## config.mk

```make
export PLATFORM = sky130hd
export DESIGN_NAME = multi_pattern_first_match_core
export DESIGN_NICKNAME = d
export VERILOG_FILES = /design/src/rtl/core/mpfm_pkg.sv /design/src/rtl/core/mpfm_match.sv /design/src/rtl/core/multi_pattern_first_match_core.sv
export SDC_FILE = /design/constraint.sdc
export NUM_CORES = 2
export LEC_CHECK = 0
export BUFFER_PORTS_ARGS = -buffer_cell sky130_fd_sc_hd__buf_4
export CAP_MARGIN = 5
export CORE_MARGIN = 2
export CORE_UTILIZATION = 64
export DETAILED_ROUTE_END_ITERATION = 16
export MAX_ROUTING_LAYER = met4
export PLACE_DENSITY_LB_ADDON = 0.12
export RECOVER_POWER = 100
export SLEW_MARGIN = 10
export SYNTH_ARGS = -nofsm -noshare
export SYNTH_HDL_FRONTEND = slang
export SYNTH_HIERARCHICAL = 1
export SYNTH_SLANG_ARGS = --single-unit
```

## constraint.sdc

```tcl
create_clock -name clk -period 13.3 [get_ports clk]
set_input_delay 2.66 -clock clk [delete_from_list [all_inputs] [get_ports clk]]
set_output_delay 2.66 -clock clk [all_outputs]
set_load 0.05 [all_outputs]
```

## src/rtl/core/mpfm_pkg.sv

```systemverilog
// Shared types, register indexes and constants for the multi-pattern first-match core.
package mpfm_pkg;

  localparam int NUM_PATTERNS_DEF    = 4;
  localparam int MAX_PATTERN_LEN_DEF = 8;
  localparam int INDEX_WIDTH_DEF     = 16;

  localparam int PATTERN_WIDTH      = 64;
  localparam int LENGTH_FIELD_WIDTH = 4;
  localparam int LENGTHS_WIDTH      = 16;
  localparam int COUNT_WIDTH        = 3;
  localparam int CFG_INDEX_WIDTH    = 3;
  localparam int CFG_DATA_WIDTH     = 64;
  localparam int BYTE_WIDTH         = 8;
  localparam int MATCH_INDEX_WIDTH  = 16;
  localparam int PATTERN_NUM_WIDTH  = 2;

  localparam logic [CFG_INDEX_WIDTH-1:0] REG_PATTERN_ZERO    = 3'd0;
  localparam logic [CFG_INDEX_WIDTH-1:0] REG_PATTERN_ONE     = 3'd1;
  localparam logic [CFG_INDEX_WIDTH-1:0] REG_PATTERN_TWO     = 3'd2;
  localparam logic [CFG_INDEX_WIDTH-1:0] REG_PATTERN_THREE   = 3'd3;
  localparam logic [CFG_INDEX_WIDTH-1:0] REG_PATTERN_LENGTHS = 3'd4;
  localparam logic [CFG_INDEX_WIDTH-1:0] REG_PATTERN_COUNT   = 3'd5;

  localparam logic [LENGTHS_WIDTH-1:0] LENGTHS_RESET = 16'h1111;
  localparam logic [COUNT_WIDTH-1:0]   COUNT_RESET   = 3'd1;

  typedef struct packed {
    logic [BYTE_WIDTH-1:0] data_byte;
    logic                  last_byte;
  } item_t;

  typedef struct packed {
    logic                         found;
    logic [MATCH_INDEX_WIDTH-1:0] match_index;
    logic [PATTERN_NUM_WIDTH-1:0] pattern_number;
  } result_t;

endpackage

```

## src/rtl/core/mpfm_match.sv

```systemverilog
// Parallel compare of every enabled pattern against the newest bytes of the window.
module mpfm_match #(
  parameter int NUM_PATTERNS    = mpfm_pkg::NUM_PATTERNS_DEF,
  parameter int MAX_PATTERN_LEN = mpfm_pkg::MAX_PATTERN_LEN_DEF,
  parameter int FILL_WIDTH      = $clog2(MAX_PATTERN_LEN + 1)
) (
  input  logic [NUM_PATTERNS-1:0][mpfm_pkg::PATTERN_WIDTH-1:0] patterns,
  input  logic [mpfm_pkg::LENGTHS_WIDTH-1:0]                   lengths,
  input  logic [mpfm_pkg::COUNT_WIDTH-1:0]                     count,
  input  logic [mpfm_pkg::BYTE_WIDTH*MAX_PATTERN_LEN-1:0]      window,
  input  logic [FILL_WIDTH-1:0]                                fill,
  output logic [NUM_PATTERNS-1:0]                              hit
);
  import mpfm_pkg::*;

  always_comb begin
    logic [LENGTH_FIELD_WIDTH-1:0] len;
    logic                          same;
    hit = '0;
    for (int k = 0; k < NUM_PATTERNS; k++) begin
      len = lengths[LENGTH_FIELD_WIDTH*k +: LENGTH_FIELD_WIDTH];
      for (int l = 1; l <= MAX_PATTERN_LEN; l++) begin
        same = 1'b1;
        for (int j = 0; j < l; j++) begin
          if (patterns[k][BYTE_WIDTH*j +: BYTE_WIDTH] !=
              window[BYTE_WIDTH*(l-1-j) +: BYTE_WIDTH]) begin
            same = 1'b0;
          end
        end
        if (same && len == LENGTH_FIELD_WIDTH'(l) && COUNT_WIDTH'(k) < count &&
            FILL_WIDTH'(l) <= fill) begin
          hit[k] = 1'b1;
        end
      end
    end
  end

endmodule

```

## src/rtl/core/multi_pattern_first_match_core.sv

```systemverilog
// Top level of the multi-pattern first-match core: config registers, string state, result.
// Bytes of a string stream in one per clock, the final one marked by last_byte. Each
// accepted word is registered, then compared in a single pass against up to
// NUM_PATTERNS patterns of 1 to MAX_PATTERN_LEN bytes, and the earliest match start
// (lowest pattern number on a tie) is kept. The last byte produces one result word with
// the found flag, start offset and pattern number, and clears the per-string state.
// Throughput is one byte per cycle unless stalled; the result word is registered from the
// input register. The input register advances while a result waits, so only a last byte
// that meets a full, stalled result register holds the input side. Patterns must be
// written through the plain write port while the core is idle; not enforced by the block.
module multi_pattern_first_match_core #(
  parameter int NUM_PATTERNS    = mpfm_pkg::NUM_PATTERNS_DEF,
  parameter int MAX_PATTERN_LEN = mpfm_pkg::MAX_PATTERN_LEN_DEF,
  parameter int INDEX_WIDTH     = mpfm_pkg::INDEX_WIDTH_DEF
) (
  input  logic                                   clk,
  input  logic                                   rst,
  input  logic                                   cfg_we,
  input  logic [mpfm_pkg::CFG_INDEX_WIDTH-1:0]   cfg_index,
  input  logic [mpfm_pkg::CFG_DATA_WIDTH-1:0]    cfg_data,
  input  logic                                   item_valid,
  output logic                                   item_ready,
  input  mpfm_pkg::item_t                        item,
  output logic                                   result_valid,
  input  logic                                   result_ready,
  output mpfm_pkg::result_t                      result
);
  import mpfm_pkg::*;

  localparam int FILL_WIDTH = $clog2(MAX_PATTERN_LEN + 1);
  localparam int WIN_WIDTH  = BYTE_WIDTH * MAX_PATTERN_LEN;
  localparam int IDX_WIDTH  = INDEX_WIDTH + 1;
  localparam logic [INDEX_WIDTH-1:0] POS_LIMIT = {INDEX_WIDTH{1'b1}};

  logic [NUM_PATTERNS-1:0][PATTERN_WIDTH-1:0] patterns;
  logic [LENGTHS_WIDTH-1:0]                   lengths;
  logic [COUNT_WIDTH-1:0]                     count;

  logic                         stage_valid;
  item_t                        stage;
  logic                         advance;

  logic [WIN_WIDTH-1:0]         window;
  logic [WIN_WIDTH-1:0]         window_next;
  logic [FILL_WIDTH-1:0]        fill;
  logic [FILL_WIDTH-1:0]        fill_next;
  logic [INDEX_WIDTH-1:0]       position;
  logic [FILL_WIDTH-1:0]        beyond;
  logic [INDEX_WIDTH-1:0]       best_start;
  logic [INDEX_WIDTH-1:0]       best_start_next;
  logic [PATTERN_NUM_WIDTH-1:0] best_pattern;
  logic [PATTERN_NUM_WIDTH-1:0] best_pattern_next;
  logic                         have_match;
  logic                         have_match_next;
  logic [NUM_PATTERNS-1:0]      hit;

  // config registers
  for (genvar k = 0; k < NUM_PATTERNS; k++) begin : g_pattern
    always_ff @(posedge clk) begin
      if (rst) begin
        patterns[k] <= '0;
      end else if (cfg_we && cfg_index == REG_PATTERN_ZERO + CFG_INDEX_WIDTH'(k)) begin
        patterns[k] <= cfg_data;
      end
    end
  end

  always_ff @(posedge clk) begin
    if (rst) begin
      lengths <= LENGTHS_RESET;
      count   <= COUNT_RESET;
    end else if (cfg_we) begin
      case (cfg_index)
        REG_PATTERN_LENGTHS: lengths <= cfg_data[LENGTHS_WIDTH-1:0];
        REG_PATTERN_COUNT:   count   <= cfg_data[COUNT_WIDTH-1:0];
        default: ;
      endcase
    end
  end

  // input register
  assign advance    = stage_valid && (!stage.last_byte || !result_valid || result_ready);
  assign item_ready = !stage_valid || advance;

  always_ff @(posedge clk) begin
    if (rst) begin
      stage_valid <= 1'b0;
    end else if (item_ready) begin
      stage_valid <= item_valid;
    end
  end

  always_ff @(posedge clk) begin
    if (item_valid && item_ready) begin
      stage <= item;
    end
  end

  // match pass
  assign window_next = WIN_WIDTH'({window, stage.data_byte});
  assign fill_next   = (fill == FILL_WIDTH'(MAX_PATTERN_LEN)) ? fill : fill + 1'b1;

  mpfm_match #(
    .NUM_PATTERNS    (NUM_PATTERNS),
    .MAX_PATTERN_LEN (MAX_PATTERN_LEN),
    .FILL_WIDTH      (FILL_WIDTH)
  ) u_match (
    .patterns (patterns),
    .lengths  (lengths),
    .count    (count),
    .window   (window_next),
    .fill     (fill_next),
    .hit      (hit)
  );

  always_comb begin
    logic [IDX_WIDTH-1:0] idx;
    logic [IDX_WIDTH-1:0] start;
    idx = IDX_WIDTH'(position) + IDX_WIDTH'(beyond);
    have_match_next   = have_match;
    best_start_next   = best_start;
    best_pattern_next = best_pattern;
    for (int k = 0; k < NUM_PATTERNS; k++) begin
      start = idx + IDX_WIDTH'(1) -
              IDX_WIDTH'(lengths[LENGTH_FIELD_WIDTH*k +: LENGTH_FIELD_WIDTH]);
      if (hit[k] && !start[INDEX_WIDTH] &&
          (!have_match_next || start[INDEX_WIDTH-1:0] < best_start_next ||
           (start[INDEX_WIDTH-1:0] == best_start_next &&
            PATTERN_NUM_WIDTH'(k) < best_pattern_next))) begin
        have_match_next   = 1'b1;
        best_start_next   = start[INDEX_WIDTH-1:0];
        best_pattern_next = PATTERN_NUM_WIDTH'(k);
      end
    end
  end

  // per-string state
  always_ff @(posedge clk) begin
    if (rst) begin
      fill         <= '0;
      position     <= '0;
      beyond       <= '0;
      have_match   <= 1'b0;
      best_start   <= '0;
      best_pattern <= '0;
    end else if (advance) begin
      if (stage.last_byte) begin
        fill         <= '0;
        position     <= '0;
        beyond       <= '0;
        have_match   <= 1'b0;
        best_start   <= '0;
        best_pattern <= '0;
      end else begin
        fill         <= fill_next;
        have_match   <= have_match_next;
        best_start   <= best_start_next;
        best_pattern <= best_pattern_next;
        if (position != POS_LIMIT) begin
          position <= position + 1'b1;
        end else if (beyond != FILL_WIDTH'(MAX_PATTERN_LEN)) begin
          beyond <= beyond + 1'b1;
        end
      end
    end
  end

  always_ff @(posedge clk) begin
    if (advance) begin
      window <= window_next;
    end
  end

  // result register
  always_ff @(posedge clk) begin
    if (rst) begin
      result_valid <= 1'b0;
    end else if (advance && stage.last_byte) begin
      result_valid <= 1'b1;
    end else if (result_ready) begin
      result_valid <= 1'b0;
    end
  end

  always_ff @(posedge clk) begin
    if (advance && stage.last_byte) begin
      result.found          <= have_match_next;
      result.match_index    <= have_match_next ? MATCH_INDEX_WIDTH'(best_start_next) : '0;
      result.pattern_number <= have_match_next ? best_pattern_next : '0;
    end
  end

endmodule

```

==> impl_metrics.toml <==
[global_route]
grt_usage_pct = 54.43
gr-total-overflow = 0
grt_pass1_wl_mm = 205.1
antenna_found_initial = 6
met1_usage_pct = 65.53
grt_busiest_layer = "met2"
met2_usage_pct = 73.77
grt_pass1_vias = 30420
grt_max_degree = 121
grt_use_met3_pct = 23.10

[outcome]
status = "complete, but fails checks"
violations = "design-rule violations, max-capacitance violations, max-slew violations"

[worst_setup_path]
cp_slowest_stage_delay_ps = 2400
cp.buffers_inverters = 6
worst_ep_arrival_time_ps = 13150
crit_type = "reg -> reg"
path_delay_family = "compound AO/OA/AOI/OAI gates"
critPathLaunchType = "flip-flop"
path_depth = 48
cp_max_fo = 29
crit_top_cell = "a21o_1"
r2r_cells = 48
cpMaxStageDelayCell = "clkbuf_1"
required_ps = 13600
end_kind = "flip-flop"

[placement]
dp_hpwl_mm = 103.2
gp_congestion = 1.167
io_buffer_count = 101
placedCellCount = 4574

[clock_tree]
clock_sinks = 404
postCtsHoldBufs = 0
cts_resized = 0
cts_inserted_buffers = 44
cts_tree = "built"
cts_root_buffer = "clkbuf_16"
path_clk_slew_ps = 60
cts_max_path_buffers = 3
clk_latency_ps = 610
h-tree-depth = 2
post_cts_buffers = 0

[route]
firstDrtPassIters = 14
viasPerCell = 6.914
drc = 1
wire_per_inst_um = 30.92
finalWirelength_mm = 144.1
drt_iter0_drc = 5385
vias = 32230
antenna_left = 0

[sta]
setup_viol_count_final = 0
rsz0062_at_grt = "false"
post-route-min-period_ps = 12850
fin_crit_sh_pct = 96.61
hold_viol_final = 0
maxSlewViolCount = 658
slew_headroom_pct = -264.4
fin_skew_ps = 12.00
clock.fmax_mhz = 77.83
fin_setup_tns_ps = 0
tightestPinTransition_ps = 5467

[synth]
synth.top_cells.by_count = "648 x xor2_1, 635 x nand2_1, 530 x xnor2_1, 320 x dfxtp_1, 318 x a21oi_1"
avgSynthCellArea_sq_um = 8.029
synth_top_area_share_pct = 19.64
synth.most_common_cell = "xor2_1"
synth_nets = 4238
ys_seq_elements = 404
synth_cells = 4063
synth_cell_types = 86
synth_area_leaders = "dfxtp_1 20%, xor2_1 17%, xnor2_1 14%"
async_flop_share_pct = 0
yosysTopAreaCell = "dfxtp_1"
ys.flop_type = "dfxtp_1"
synth_warnings = 6
yosysSeqAreaShare_pct = 27.37
netlist_area_sq_um = 32620
synth_edf_count = 84

[die]
die_area_sq_um = 52790
coreArea_sq_um = 50270
rows = 82
initial_core_util_pct = 64.89
dieWidth_um = 229.8
chipHeight_um = 229.8
ioPinCount = 102

[finish]
synthToLayoutAreaGrowth_pct = 6.731
final_cells = 4661
drive_gt1_share_pct = 7.360
nNetsFinal = 4124
fillers = 4265

[worst_hold_path]
min_path_type = "reg -> reg"
hold_depth = 0

[pwr]
p_int_mw = 2.215
power_frac_comb_pct = 18.8
p_sw_mw = 1.003
p_leak_nw = 12.50
swShare_pct = 31.17
seqPwrFrac_pct = 42.6
peakVddDrop_mv = 0.1236
p_per_area_nw_per_um2 = 92.43
power_frac_clock_pct = 38.7

[run]
maxCapViolCount = 21
[kinds of logic (layout without fill, tap and decap cells)]
logic type | after synthesis | count (layout) | synth area share [%]
adders and majority gates | 94 | 94 | 3.720
and+or+nand+nor | 1302 | 1302 | 19.36
DFF | 404 | 404 | 27.37
AOI/OAI and AO/OA | 497 | 497 | 9.033
buffers and inverters | 525 | 443 | 6.666
other | 0 | 8 | 0
xor gates and xnor gates | 1190 | 1190 | 32.23
muxes | 51 | 51 | 1.626
[stage by stage]
| stage | instance area, sq um | utilization [%] | power (mW) | setup WS, ps | hold slack, ps |
|---|---|---|---|---|---|
| floorplan | 32620 | - | 1.737 | 1369 | 420.6 |
| global placement | 33580 | 66.80 | 1.951 | 1223 | 435.4 |
| CTS | 35010 | 69.63 | 3.165 | 815.5 | 460.6 |
| detailed placement | 33580 | 66.80 | 1.954 | 903.3 | 446.8 |
| finish | 34820 | 69.26 | 3.218 | 451.0 | 462.4 |
| global route | 34820 | 69.26 | 3.282 | 61.95 | 483.2 |
[final cells by class]
cell class              instances  area (sq um)  share of cell area (%)
multi-input cells            3134         21560                   61.91
flip-flops and latches        404          8929                   25.64
repair buffers                225          1523                   4.373
clock buffers                  65          1287                   3.698
well taps                     672         840.8                   2.415
inverters                     140         525.5                   1.509
clock inverters                13         135.1                  0.3881
diodes                          8         20.02                 0.05750
[metal layers]
metal	wire length (um)	share of wire, %
met1	50300	35
met2	56540	39
met3	24960	17
met4	12330	8.6
met5	0	0
[power by group through the flow]
stage | registers [mW] | clock network, mW | logic (mW)
final | 1.37 | 1.24 | 0.603
after global routing | 1.37 | 1.29 | 0.628
after CTS | 1.36 | 1.23 | 0.571
after detailed placement | 1.39 | 0 | 0.568
after global placement | 1.39 | 0 | 0.563
after floorplan | 1.33 | 0 | 0.408
[final timing paths]
check,from,end,slack [ps]
max,window[4],result[12],450
min,window[7],window[15],460
max reg2reg,window[4],result[12],450
min reg2reg,window[7],window[15],460
[sequential cells by signal, indices dropped and copies added, names as in the netlist, 2 cells and up]
name / count
count: 3
stage: 9
lengths: 16
window: 56
result: 19
position: 16
fill: 4
beyond: 4
patterns: 256
best_start: 16
best_pattern: 2
[cell usage in the layout, fill, tap and decap left out, types with 11 or more instances in the layout]
| cell | count |
|---|---|
| a21o_1 | 26 |
| a21oi_1 | 316 |
| a22oi_1 | 12 |
| buf_4 | 152 |
| clkbuf_1 | 72 |
| clkbuf_16 | 48 |
| clkbuf_4 | 11 |
| dfxtp_1 | 320 |
| edfxtp_1 | 84 |
| ha_1 | 89 |
| inv_1 | 136 |
| mux2_2 | 16 |
| mux2i_1 | 35 |
| nand2_1 | 633 |
| nand3_1 | 54 |
| nand4_1 | 187 |
| nor2_1 | 84 |
| nor2b_1 | 14 |
| nor3_1 | 57 |
| nor4_1 | 190 |
| o21ai_0 | 24 |
| o22ai_1 | 16 |
| o31ai_1 | 17 |
| or4_1 | 12 |
| xnor2_1 | 530 |
| xor2_1 | 648 |
Note: power is estimated with default switching activity, not from simulation.
